## config.mk

```make
export PLATFORM = sky130hd
export DESIGN_NAME = lru_page_replacement_unit
export DESIGN_NICKNAME = d
export VERILOG_FILES = /design/src/rtl/core/lru_pkg.sv /design/src/rtl/core/lru_page_replacement_unit.sv
export SDC_FILE = /design/constraint.sdc
export NUM_CORES = 1
export LEC_CHECK = 0
export BUFFER_PORTS_ARGS = -buffer_cell sky130_fd_sc_hd__buf_4
export CORE_UTILIZATION = 34
export CTS_CLUSTER_SIZE = 25
export DETAILED_ROUTE_END_ITERATION = 16
export GPL_ROUTABILITY_DRIVEN = 0
export PLACE_DENSITY = 0.48
export SETUP_SLACK_MARGIN = 0.5
export SYNTH_ARGS = -nofsm -noshare
export SYNTH_HDL_FRONTEND = slang
export SYNTH_SLANG_ARGS = --single-unit
```

## constraint.sdc

```tcl
create_clock -name i_clk -period 8.6 [get_ports i_clk]
set_clock_uncertainty 0.15 [all_clocks]
set_input_delay 1.72 -clock i_clk [delete_from_list [all_inputs] [get_ports i_clk]]
set_output_delay 1.72 -clock i_clk [all_outputs]
set_load 0.1 [all_outputs]
```

## src/rtl/core/lru_pkg.sv

```systemverilog
package lru_pkg;

    // Geometry
    localparam int MAX_FRAMES     = 16;
    localparam int WORDS_PER_PAGE = 10;
    localparam int NUM_PAGES      = 32;
    localparam int FRAME_W        = $clog2(MAX_FRAMES);
    localparam int PAGE_W         = $clog2(NUM_PAGES);
    localparam int ADDR_W         = 9;
    localparam int OFFSET_W       = 4;
    localparam int STAMP_W        = 16;
    localparam int COUNT_W        = 16;
    localparam int CFG_W          = 5;
    localparam int CFG_RESET      = 4;

    // Address / WORDS_PER_PAGE as (addr * DIV_MUL) >> DIV_SHIFT, exact for addr < 1029
    localparam int DIV_MUL        = 205;
    localparam int DIV_SHIFT      = 11;
    localparam int PROD_W         = ADDR_W + 8;
    localparam int QUOT_W         = PROD_W - DIV_SHIFT;

    typedef struct packed {
        logic [ADDR_W-1:0] word_address;
        logic              start_run;
    } t_in_item;

    typedef struct packed {
        logic                hit;
        logic [FRAME_W-1:0]  frame_slot;
        logic [PAGE_W-1:0]   page_number;
        logic [OFFSET_W-1:0] page_offset;
        logic                evicted_valid;
        logic [PAGE_W-1:0]   evicted_page;
        logic [COUNT_W-1:0]  fault_total;
    } t_out_item;

    typedef enum logic [1:0] {
        ST_IDLE,
        ST_SCAN,
        ST_UPDATE
    } t_state;

endpackage

```

## src/rtl/core/lru_page_replacement_unit.sv

```systemverilog
// LRU page replacement unit.
// Input channel (i_in_valid / o_in_stall / i_in_item) takes one word address
// per item plus a start flag that empties all frames and clears the reference
// and fault counters before the item is handled. Output channel (o_out_valid /
// i_out_stall / o_out_item) returns one result per item: hit, frame slot, page,
// offset, evicted page and the running fault total.
// Configuration channel (i_cfg_valid / o_cfg_ready / i_cfg_data) writes the
// number of frames in use; 0 acts as 1 and values above 16 act as 16.
// Timing: after an item is accepted a sequencer walks the frames one per cycle
// with a single match / age comparator, stopping early on a hit, then updates the
// frame in an update step; it visits at most the frames in use.
// The result sits in an output register; the block stalls input while it works
// on an item and holds in its update step while a stalled result is still
// waiting to be taken.
// Reset: all frames empty, counters zero, frames in use = 4, no result pending.
module lru_page_replacement_unit (
    input  logic                       i_clk,
    input  logic                       i_rst_n,
    input  logic                       i_in_valid,
    output logic                       o_in_stall,
    input  lru_pkg::t_in_item          i_in_item,
    output logic                       o_out_valid,
    input  logic                       i_out_stall,
    output lru_pkg::t_out_item         o_out_item,
    input  logic                       i_cfg_valid,
    output logic                       o_cfg_ready,
    input  logic [lru_pkg::CFG_W-1:0]  i_cfg_data
);

    localparam int FW = lru_pkg::FRAME_W;
    localparam int PW = lru_pkg::PAGE_W;
    localparam int SW = lru_pkg::STAMP_W;
    localparam int CW = lru_pkg::COUNT_W;
    localparam int NF = lru_pkg::MAX_FRAMES;

    // Control state
    lru_pkg::t_state               r_state, n_state;
    logic [lru_pkg::CFG_W-1:0]     r_frames, n_frames;
    logic [NF-1:0]                 r_valid, n_valid;
    logic [SW-1:0]                 r_ref_idx, n_ref_idx;
    logic [CW-1:0]                 r_fault, n_fault;
    logic                          r_out_valid, n_out_valid;

    // Per-item working registers
    logic [PW-1:0]                 r_page, n_page;
    logic [lru_pkg::OFFSET_W-1:0]  r_offset, n_offset;
    logic [FW-1:0]                 r_idx, n_idx;
    logic [FW-1:0]                 r_limit_m1, n_limit_m1;
    logic                          r_hit, n_hit;
    logic [FW-1:0]                 r_slot, n_slot;
    logic                          r_empty_found, n_empty_found;
    logic [FW-1:0]                 r_empty_slot, n_empty_slot;
    logic [SW-1:0]                 r_best_age, n_best_age;
    logic [PW-1:0]                 r_best_page, n_best_page;
    lru_pkg::t_out_item            r_out, n_out;

    // Frame table
    logic [PW-1:0]                 r_frame_page [NF];
    logic [SW-1:0]                 r_last_use   [NF];
    logic                          w_en;
    logic [FW-1:0]                 w_slot;
    logic                          w_fill;

    // Address split and scan helpers
    logic [lru_pkg::PROD_W-1:0]    w_prod;
    logic [lru_pkg::QUOT_W-1:0]    w_quot;
    logic [lru_pkg::ADDR_W-1:0]    w_base;
    logic [SW-1:0]                 w_age;
    logic                          w_accept;
    logic                          w_out_free;
    logic                          w_evict;
    logic [FW-1:0]                 w_upd_slot;

    assign o_in_stall  = (r_state != lru_pkg::ST_IDLE);
    assign o_out_valid = r_out_valid;
    assign o_out_item  = r_out;
    assign o_cfg_ready = 1'b1;

    assign w_accept   = i_in_valid && !o_in_stall;
    assign w_out_free = !r_out_valid || !i_out_stall;

    // Divide by the page size through a reciprocal multiply
    assign w_prod = lru_pkg::PROD_W'(i_in_item.word_address)
                  * lru_pkg::PROD_W'(lru_pkg::DIV_MUL);
    assign w_quot = w_prod[lru_pkg::PROD_W-1:lru_pkg::DIV_SHIFT];
    assign w_base = lru_pkg::ADDR_W'(w_quot) * lru_pkg::ADDR_W'(lru_pkg::WORDS_PER_PAGE);

    // Shared age unit: one subtract, one compare per scanned frame
    assign w_age = r_ref_idx - r_last_use[r_idx];

    // Victim choice in the update step
    assign w_evict    = !r_hit && !r_empty_found;
    assign w_upd_slot = (!r_hit && r_empty_found) ? r_empty_slot : r_slot;

    // Sequencer: next state and outputs
    always_comb begin
        n_state       = r_state;
        n_frames      = r_frames;
        n_valid       = r_valid;
        n_ref_idx     = r_ref_idx;
        n_fault       = r_fault;
        n_out_valid   = r_out_valid && i_out_stall;
        n_page        = r_page;
        n_offset      = r_offset;
        n_idx         = r_idx;
        n_limit_m1    = r_limit_m1;
        n_hit         = r_hit;
        n_slot        = r_slot;
        n_empty_found = r_empty_found;
        n_empty_slot  = r_empty_slot;
        n_best_age    = r_best_age;
        n_best_page   = r_best_page;
        n_out         = r_out;
        w_en          = 1'b0;
        w_slot        = w_upd_slot;
        w_fill        = 1'b0;

        if (i_cfg_valid) begin
            n_frames = i_cfg_data;
        end

        unique case (r_state)
            lru_pkg::ST_IDLE: begin
                if (w_accept) begin
                    n_page        = w_quot[PW-1:0];
                    n_offset      = lru_pkg::OFFSET_W'(i_in_item.word_address - w_base);
                    n_idx         = '0;
                    n_hit         = 1'b0;
                    n_slot        = '0;
                    n_empty_found = 1'b0;
                    n_empty_slot  = '0;
                    n_best_age    = '0;
                    n_best_page   = '0;
                    // clamp frame count to 1..MAX_FRAMES
                    if (r_frames == '0) begin
                        n_limit_m1 = '0;
                    end else if (r_frames > lru_pkg::CFG_W'(NF)) begin
                        n_limit_m1 = FW'(NF - 1);
                    end else begin
                        n_limit_m1 = FW'(r_frames - 1'b1);
                    end
                    if (i_in_item.start_run) begin
                        n_valid   = '0;
                        n_ref_idx = '0;
                        n_fault   = '0;
                    end
                    n_state = lru_pkg::ST_SCAN;
                end
            end
            lru_pkg::ST_SCAN: begin
                if (r_valid[r_idx] && (r_frame_page[r_idx] == r_page)) begin
                    n_hit   = 1'b1;
                    n_slot  = r_idx;
                    n_state = lru_pkg::ST_UPDATE;
                end else begin
                    // first empty frame wins a fill
                    if (!r_valid[r_idx] && !r_empty_found) begin
                        n_empty_found = 1'b1;
                        n_empty_slot  = r_idx;
                    end
                    // oldest stamp, lowest frame on a tie
                    if ((r_idx == '0) || (w_age > r_best_age)) begin
                        n_best_age  = w_age;
                        n_slot      = r_idx;
                        n_best_page = r_frame_page[r_idx];
                    end
                    if (r_idx == r_limit_m1) begin
                        n_state = lru_pkg::ST_UPDATE;
                    end else begin
                        n_idx = r_idx + 1'b1;
                    end
                end
            end
            lru_pkg::ST_UPDATE: begin
                if (w_out_free) begin
                    w_en   = 1'b1;
                    w_fill = !r_hit;
                    if (!r_hit) begin
                        n_valid[w_upd_slot] = 1'b1;
                        n_fault = (r_fault != '1) ? r_fault + 1'b1 : r_fault;
                    end
                    n_ref_idx = r_ref_idx + 1'b1;
                    n_out.hit           = r_hit;
                    n_out.frame_slot    = w_upd_slot;
                    n_out.page_number   = r_page;
                    n_out.page_offset   = r_offset;
                    n_out.evicted_valid = w_evict;
                    n_out.evicted_page  = w_evict ? r_best_page : '0;
                    n_out.fault_total   = n_fault;
                    n_out_valid = 1'b1;
                    n_state     = lru_pkg::ST_IDLE;
                end
            end
            default: begin
                n_state = lru_pkg::ST_IDLE;
            end
        endcase
    end

    // State register and control state
    always_ff @(posedge i_clk) begin
        if (!i_rst_n) begin
            r_state     <= lru_pkg::ST_IDLE;
            r_frames    <= lru_pkg::CFG_W'(lru_pkg::CFG_RESET);
            r_valid     <= '0;
            r_ref_idx   <= '0;
            r_fault     <= '0;
            r_out_valid <= 1'b0;
        end else begin
            r_state     <= n_state;
            r_frames    <= n_frames;
            r_valid     <= n_valid;
            r_ref_idx   <= n_ref_idx;
            r_fault     <= n_fault;
            r_out_valid <= n_out_valid;
        end
    end

    // Working and result registers
    always_ff @(posedge i_clk) begin
        r_page        <= n_page;
        r_offset      <= n_offset;
        r_idx         <= n_idx;
        r_limit_m1    <= n_limit_m1;
        r_hit         <= n_hit;
        r_slot        <= n_slot;
        r_empty_found <= n_empty_found;
        r_empty_slot  <= n_empty_slot;
        r_best_age    <= n_best_age;
        r_best_page   <= n_best_page;
        r_out         <= n_out;
    end

    // Frame table write: page on a fault, recency stamp always
    always_ff @(posedge i_clk) begin
        if (w_en) begin
            r_last_use[w_slot] <= r_ref_idx;
            if (w_fill) begin
                r_frame_page[w_slot] <= r_page;
            end
        end
    end

endmodule

```

==> impl_metrics.tcl, run 1 <==
set metrics [dict create \
    reg2reg_depth 17 \
    r2r_slack_ns 1.99 \
    clock-sinks 480 \
    cts.htree.levels 2 \
    firstDrtPassIters 5 \
    crit_path_end_kind "register" \
    multiInputGateArea_sq_um 6870 \
    finalSetupTns_ns 0 \
    antenna_left 0 \
    async_flop_share_pct 0 \
    synth_edf_count 420 \
    powerDensity_nw_per_um2 249 \
    worstPathCellList "mux4_2 -> mux4_2 -> ha_1 -> fa_1 -> nor2b_1 -> o21ai_0 -> a21boi_0 -> o211ai_1 -> a21oi_1 -> nand4b_1 -> nand3_1 -> ha_1 -> nand4_1 -> or2_2 -> nor2_1 -> a21oi_1 -> a211oi_4" \
    io_buffers 57 \
    required_ns 8.64 \
    synthDistinctLibCells 59 \
    syn_avg_cell_area_sq_um 15.7 \
    status "finished, final reports clean" \
    setup_viol_count_final 0 \
    min_period_over_period_pct 76.8 \
    hp-start "r_offset[2]$_DFFE_PP_" \
    ys_ff_latch 480 \
    crit_arrival_ns 6.65 \
    worstSetupStartpointType "register" \
    ctsRootBufferMaster "clkbuf_16" \
    place_area_sq_um 22700 \
    grt_antenna_before_repair 0 \
    vias_per_cell 4.97 \
    vdd_drop_max_mv 0.135 \
    row_count 91 \
    fill_cells 5684 \
    syn_area_sq_um 21200 \
    holdPathEnd "o_out_item[24]$_DFFE_PP_" \
    cts.clk_slew.worst_paths_ns 0.06 \
    wl_per_cell_um 21.0 \
    slew_viol_final 0 \
    via_count 11500 \
    grt_overflow 0 \
    critPathMaxStageDelay_ns 0.89 \
    synthCells 1346 \
    core-area_sq_um 61600 \
    p_leak_nw 8.00 \
    grtUsageTotal_pct 15.7 \
    post-route-min-period_ns 6.61 \
    grt_max_degree 55 \
    area_growth_pct 15.0 \
    hold_depth 0 \
    grt_setup_unrepaired "no" \
    wl_um 48400 \
    cts_setup_buffers 0 \
    nets 1547 \
    reg2reg_to "r_best_age[0]$_SDFFCE_PN0P_" \
    slew_headroom_pct 26.9 \
    grt_pass1_vias 12000 \
    numCtsBuffers 50 \
    min_path_type "register to register" \
    insertedDiodeCount 0 \
    syn_nets 1462 \
    clock_latency_ns 0.61 \
    fmax_ghz 0.151 \
    drtIter0Drc 730 \
    cap_violations 0 \
    critical-path-slowest-cell "dfxtp_4" \
    drcViolationCount 0 \
    worst_slew_pin_slew_ns 1.09 \
    tritoncts "done" \
    register_area_sq_um 13800 \
    yosysSeqAreaShare_pct 65.3 \
    cts_resized 0 \
    cts_buffer_depth 3 \
    holdBufCountCts 0 \
    synth-main-ff-cell "edfxtp_1" \
    stdcell_area_sq_um 24300 \
    dp_hpwl_um 30300 \
    final_layout_size_suffix_gt1_share_pct 19.6 \
    hold_viol_final 0 \
    grt_pass1_wl_um 74200 \
    dieWidth_um 251 \
    ios 59 \
    die_h_um 251 \
    yosys_warnings 0 \
    die_area_sq_um 63200 \
    cp_max_fo 40 \
    crit_type "register to register" \
    initial_core_util_pct 34.4 \
]
==> cells in the final DEF, fill, tap and decap left out, types with 6 or more instances in the layout <==
master     Yosys  routed
nand2_1       46      46
a21oi_1       44      44
nor3_1        18      18
mux4_2       107     107
xnor2_1       34      34
ha_1          80      80
edfxtp_1     420     420
o21a_1         7       7
a22oi_1        9       9
clkinv_1       2      14
fa_1          16      16
inv_1        105     105
o21ai_0       29      28
nor2_1       121     105
xor2_1        16      16
or3_1          8       8
a21o_1        11      11
nand4_1       15      15
clkbuf_1      31      11
nor2b_1        6       6
buf_4          1      78
nor2_4         0       9
clkinv_2       0       6
nor2_2         0       7
mux2i_1       14      14
clkbuf_16      0      50
and2_1        21      21
clkbuf_8       0       6
dfxtp_1       60      56
nand3_1       20      20
a32o_1         8       8
and3_1         7       7
==> power breakdown <==
group	switching [W]	internal [W]
Clock	0.000897	0.00121
Sequential	0.000162	0.00269
Combinational	0.000619	0.000479
==> cell type report <==
type / instances / area share (%)
clock buffer: 67 / 5.65
clock inverter: 25 / 0.977
inverter: 107 / 1.65
multi-input combinational: 714 / 28.2
sequential: 480 / 56.8
tap: 837 / 4.30
timing repair buffer: 78 / 2.41
==> per-stage QoR <==
stage,worst slack (ns),utilization (%),std cells,power [W],hold WS [ns]
floorplan,1.25,-,1346,0.00368,0.250
global placement,1.88,36.9,2216,0.00403,0.277
detailed placement,1.79,36.9,2216,0.00403,0.256
CTS,1.84,39.5,2308,0.00616,0.283
global route,1.43,39.5,2308,0.00636,0.288
finish,1.99,39.5,2308,0.00607,0.277
==> sequential cells by signal, indices dropped and copies added, names as in the netlist, named ones only <==
register and cells:
o_out_item 36, o_out_valid 1, r_best_age 16, r_best_page 5, r_empty_found 1, r_empty_slot 4
r_fault 16, r_frame_page 80, r_frames 5, r_hit 1, r_idx 4, r_last_use 256
r_limit_m1 4, r_offset 4, r_page 5, r_ref_idx 16, r_slot 4, r_state 2
r_valid 16
==> critical path, delay by kind of cell (launching register included) <==
family	cells	cell delay, ns
AO/OA/AOI/OAI	6	2.17
adder cells (fa/ha/maj)	3	0.95
flip-flops	1	0.89
AND/OR/NAND/NOR	6	0.91
multiplexers	2	1.07
==> cells in the mapped netlist, types with 16 or more instances <==
master    instances  share of area, %
edfxtp_1        420                60
nor2_1          121               2.1
mux4_2          107                11
inv_1           105               1.9
ha_1             80               4.7
dfxtp_1          60               5.7
nand2_1          46              0.82
a21oi_1          44               1.0
xnor2_1          34               1.4
clkbuf_1         31              0.55
o21ai_0          29              0.69
and2_1           21              0.62
nand3_1          20              0.47
nor3_1           18              0.43
fa_1             16               1.5
xor2_1           16              0.66
==> how the worst max path moves through the flow <==
stage	slack (ns)	cells after the start	endpoint
floorplan	1.25	20	r_best_age[0]$_SDFFCE_PN0P_
global placement	1.88	18	r_offset[3]$_DFFE_PP_
detailed placement	1.79	18	r_offset[3]$_DFFE_PP_
CTS	1.84	17	r_best_age[2]$_SDFFCE_PN0P_
global route	1.43	17	r_best_age[0]$_SDFFCE_PN0P_
finish	1.99	17	r_best_age[0]$_SDFFCE_PN0P_
==> kinds of logic after synthesis <==
logic type	share of synthesized area, %
buf+inv	2.79
flops	65.3
fa+ha+maj	6.24
xor+xnor	2.07
simple gates	6.60
compound gates	4.69
mux	12.3
other cells	0.0177
==> layer usage <==
layer | up-vias | GRT usage, % | part of all wire, %
met1 | 5892 | 21.3 | 46
met4 | 0 | 3.61 | 1.6
met5 | - | 0 | 0
met3 | 57 | 2.74 | 4.1
li1 | 5320 | - | -
met2 | 208 | 26.2 | 49
No activity file was read; power rests on OpenSTA's default activity.
==> inputs of run 2 (changes only) <==
--- a/config.mk
+++ b/config.mk
@@ -10,7 +10,7 @@
 export CTS_CLUSTER_SIZE = 25
 export DETAILED_ROUTE_END_ITERATION = 16
 export GPL_ROUTABILITY_DRIVEN = 0
-export PLACE_DENSITY = 0.48
+export PLACE_DENSITY = 0.49
 export SETUP_SLACK_MARGIN = 0.5
 export SYNTH_ARGS = -nofsm -noshare
 export SYNTH_HDL_FRONTEND = slang
==> constraint.sdc (replaced) <==
create_clock -name i_clk -period 5.61 [get_ports i_clk]
set_clock_uncertainty 0.15 [all_clocks]
set_input_delay 1.122 -clock i_clk [delete_from_list [all_inputs] [get_ports i_clk]]
set_output_delay 1.122 -clock i_clk [all_outputs]
set_load 0.1 [all_outputs]
==> run 2 against run 1 <==
Against the previous run:
- wire length grew 2.8%
- worst setup slack got worse by 1.5 ns
- critical path depth grew 5
- critical endpoint is now r_best_page[3]$_SDFFCE_PN0P_
- highest routed layer unchanged
==> impl_metrics.tcl, run 2 (synthesis gave the netlist of run 1 again) <==
set metrics [dict create \
    final_cell_mix "edfxtp_1, buf_4, mux4_2" \
    die_area_sq_um 63200 \
    area_growth_pct 19.2 \
    row_count 91 \
    cap_violations 0 \
    drcViolationCount 0 \
    clock_latency_ns 0.61 \
    grt_pass1_vias 12100 \
    reg2reg_depth 22 \
    crit_type "register to register" \
    stdcell_area_sq_um 25200 \
    grt_overflow 0 \
    nets 1606 \
    grtUsageTotal_pct 15.8 \
    core-area_sq_um 61600 \
    die_h_um 251 \
    ios 59 \
    holdPathEnd "o_out_item[25]$_DFFE_PP_" \
    grt_antenna_before_repair 0 \
    cp_max_fo 11 \
    grt_setup_unrepaired "yes" \
    hold_depth 0 \
    via_count 11800 \
    place_area_sq_um 23000 \
    dieWidth_um 251 \
    grt_max_degree 37 \
    crit_arrival_ns 5.34 \
    dpl_worst_slack_ns -0.0545 \
    io_buffers 57 \
    numCtsBuffers 50 \
    antenna_left 0 \
    finalSetupTns_ns 0 \
    cts_buffer_depth 3 \
    crit_path_end_kind "register" \
    firstDrtPassIters 5 \
    hp-start "r_offset[3]$_DFFE_PP_" \
    hold_viol_final 0 \
    largest_reg_flops 256 \
    p_leak_nw 8.40 \
    insertedDiodeCount 0 \
    vias_per_cell 5.00 \
    slew_headroom_pct 25.6 \
    worstPathCellList "buf_12 -> buf_12 -> mux4_2 -> mux4_2 -> ha_4 -> fa_2 -> nor2b_1 -> o21ai_2 -> a21boi_2 -> o211ai_1 -> a21oi_2 -> nand4b_1 -> nand3_2 -> ha_4 -> nand4_1 -> or2_4 -> nor3_4 -> o21ai_2 -> a21oi_4 -> a211oi_4 -> buf_6 -> buf_12" \
    fmax_ghz 0.195 \
    powerDensity_nw_per_um2 385 \
    initial_core_util_pct 34.4 \
    slew_viol_final 0 \
    reg2reg_to "r_best_page[3]$_SDFFCE_PN0P_" \
    critical-path-slowest-cell "mux4_2" \
    finalWorstSetupSlack_ns 0.470 \
    vdd_drop_max_mv 0.224 \
    final_common_cell "edfxtp_1" \
    dp_hpwl_um 31100 \
    status "finished, final reports clean" \
    worst_slew_pin_slew_ns 1.09 \
    grt_pass1_wl_um 74600 \
    regMostFlops "r_last_use" \
    required_ns 5.81 \
    final_layout_size_suffix_gt1_share_pct 24.9 \
    r2r_slack_ns 0.47 \
    critPathMaxStageDelay_ns 0.50 \
    cts.htree.levels 2 \
    wl_um 49800 \
    cp_common_cell "buf_12" \
    tritoncts "done" \
    cts.clk_slew.worst_paths_ns 0.07 \
    holdBufCountCts 0 \
    setup_viol_count_final 0 \
    min_period_over_period_pct 91.6 \
    wl_per_cell_um 21.1 \
    drtIter0Drc 863 \
    ctsRootBufferMaster "clkbuf_16" \
    min_path_type "register to register" \
    clock-sinks 480 \
    post-route-min-period_ns 5.14 \
    worstSetupStartpointType "register" \
]
==> run 2: cell count changes in the layout (fill, tap and decap cells not counted), moves of 6 or more <==
| cell | previous run | this run |
|---|---|---|
| buf_12 | 0 | 9 |
| clkbuf_8 | 6 | 0 |
| buf_4 | 78 | 116 |
| a21oi_2 | 0 | 7 |
| a21oi_1 | 44 | 35 |
| ha_1 | 80 | 74 |
==> run 2: worst max-delay path by stage <==
stage                              endpoint         start  depth (start not counted)
2_1_floorplan         r_offset[3]$_DFFE_PP_  i_in_item[4]                         17
3_3_place_gp          r_offset[3]$_DFFE_PP_  i_in_item[4]                         18
3_5_place_dp          r_offset[3]$_DFFE_PP_  i_in_item[4]                         18
4_1_cts        r_best_page[3]$_SDFFCE_PN0P_      register                         19
5_1_grt         r_best_age[2]$_SDFFCE_PN0P_      register                         22
6_report       r_best_page[3]$_SDFFCE_PN0P_      register                         22
==> run 2: layer usage <==
metal  up-vias  wire, um  global-route usage, %
met5         -         0                      0
met4         0       871                   4.49
met3        63      2210                   2.38
met2       257     23800                   25.5
met1      6082     22900                   22.1
li1       5420         -                      -
==> run 2: through the flow <==
| step | util, % | hold slack, ns | cells | power [W] |
|---|---|---|---|---|
| after floorplan | - | 0.250 | 1346 | 0.00572 |
| after global placement | 37.4 | 0.253 | 2241 | 0.00629 |
| after detailed placement | 37.4 | 0.257 | 2241 | 0.00631 |
| after CTS | 40.2 | 0.292 | 2340 | 0.00967 |
| after global routing | 40.9 | 0.299 | 2364 | 0.0102 |
| final | 40.9 | 0.282 | 2364 | 0.00970 |
==> run 2: cell type report <==
cell class	count	area [sq um]
timing repair buffer	137	1300
clock inverter	25	292
fill	5679	36400
inverter	107	402
tap	837	1050
clock buffer	64	1300
multi-input combinational	714	7050
sequential	480	13800
==> run 2: worst max-delay path: cells and delay by family (launching register included) <==
kind,cells,cell delay [ns]
flops,1,0.36
mux,2,1.00
fa+ha+maj,3,0.86
buf+inv,4,0.55
compound gates,7,0.95
simple gates,6,0.98
==> run 2: timing repair <==
action | 4_1_cts | 5_1_grt
hold endpoints to repair | 0 | 0
pin swaps | 3 | 26
buffers inserted | 9 | 19
gates resized for setup | 10 | 30
gates cloned | 1 | 5
setup endpoints to repair | 25 | 26
==> run 2: power breakdown <==
part / internal (W) / switching (W) / leakage (nW)
registers: 0.00413 / 0.000168 / 3.96
logic: 0.000976 / 0.00114 / 3.68
clock network: 0.00188 / 0.00141 / 0.767
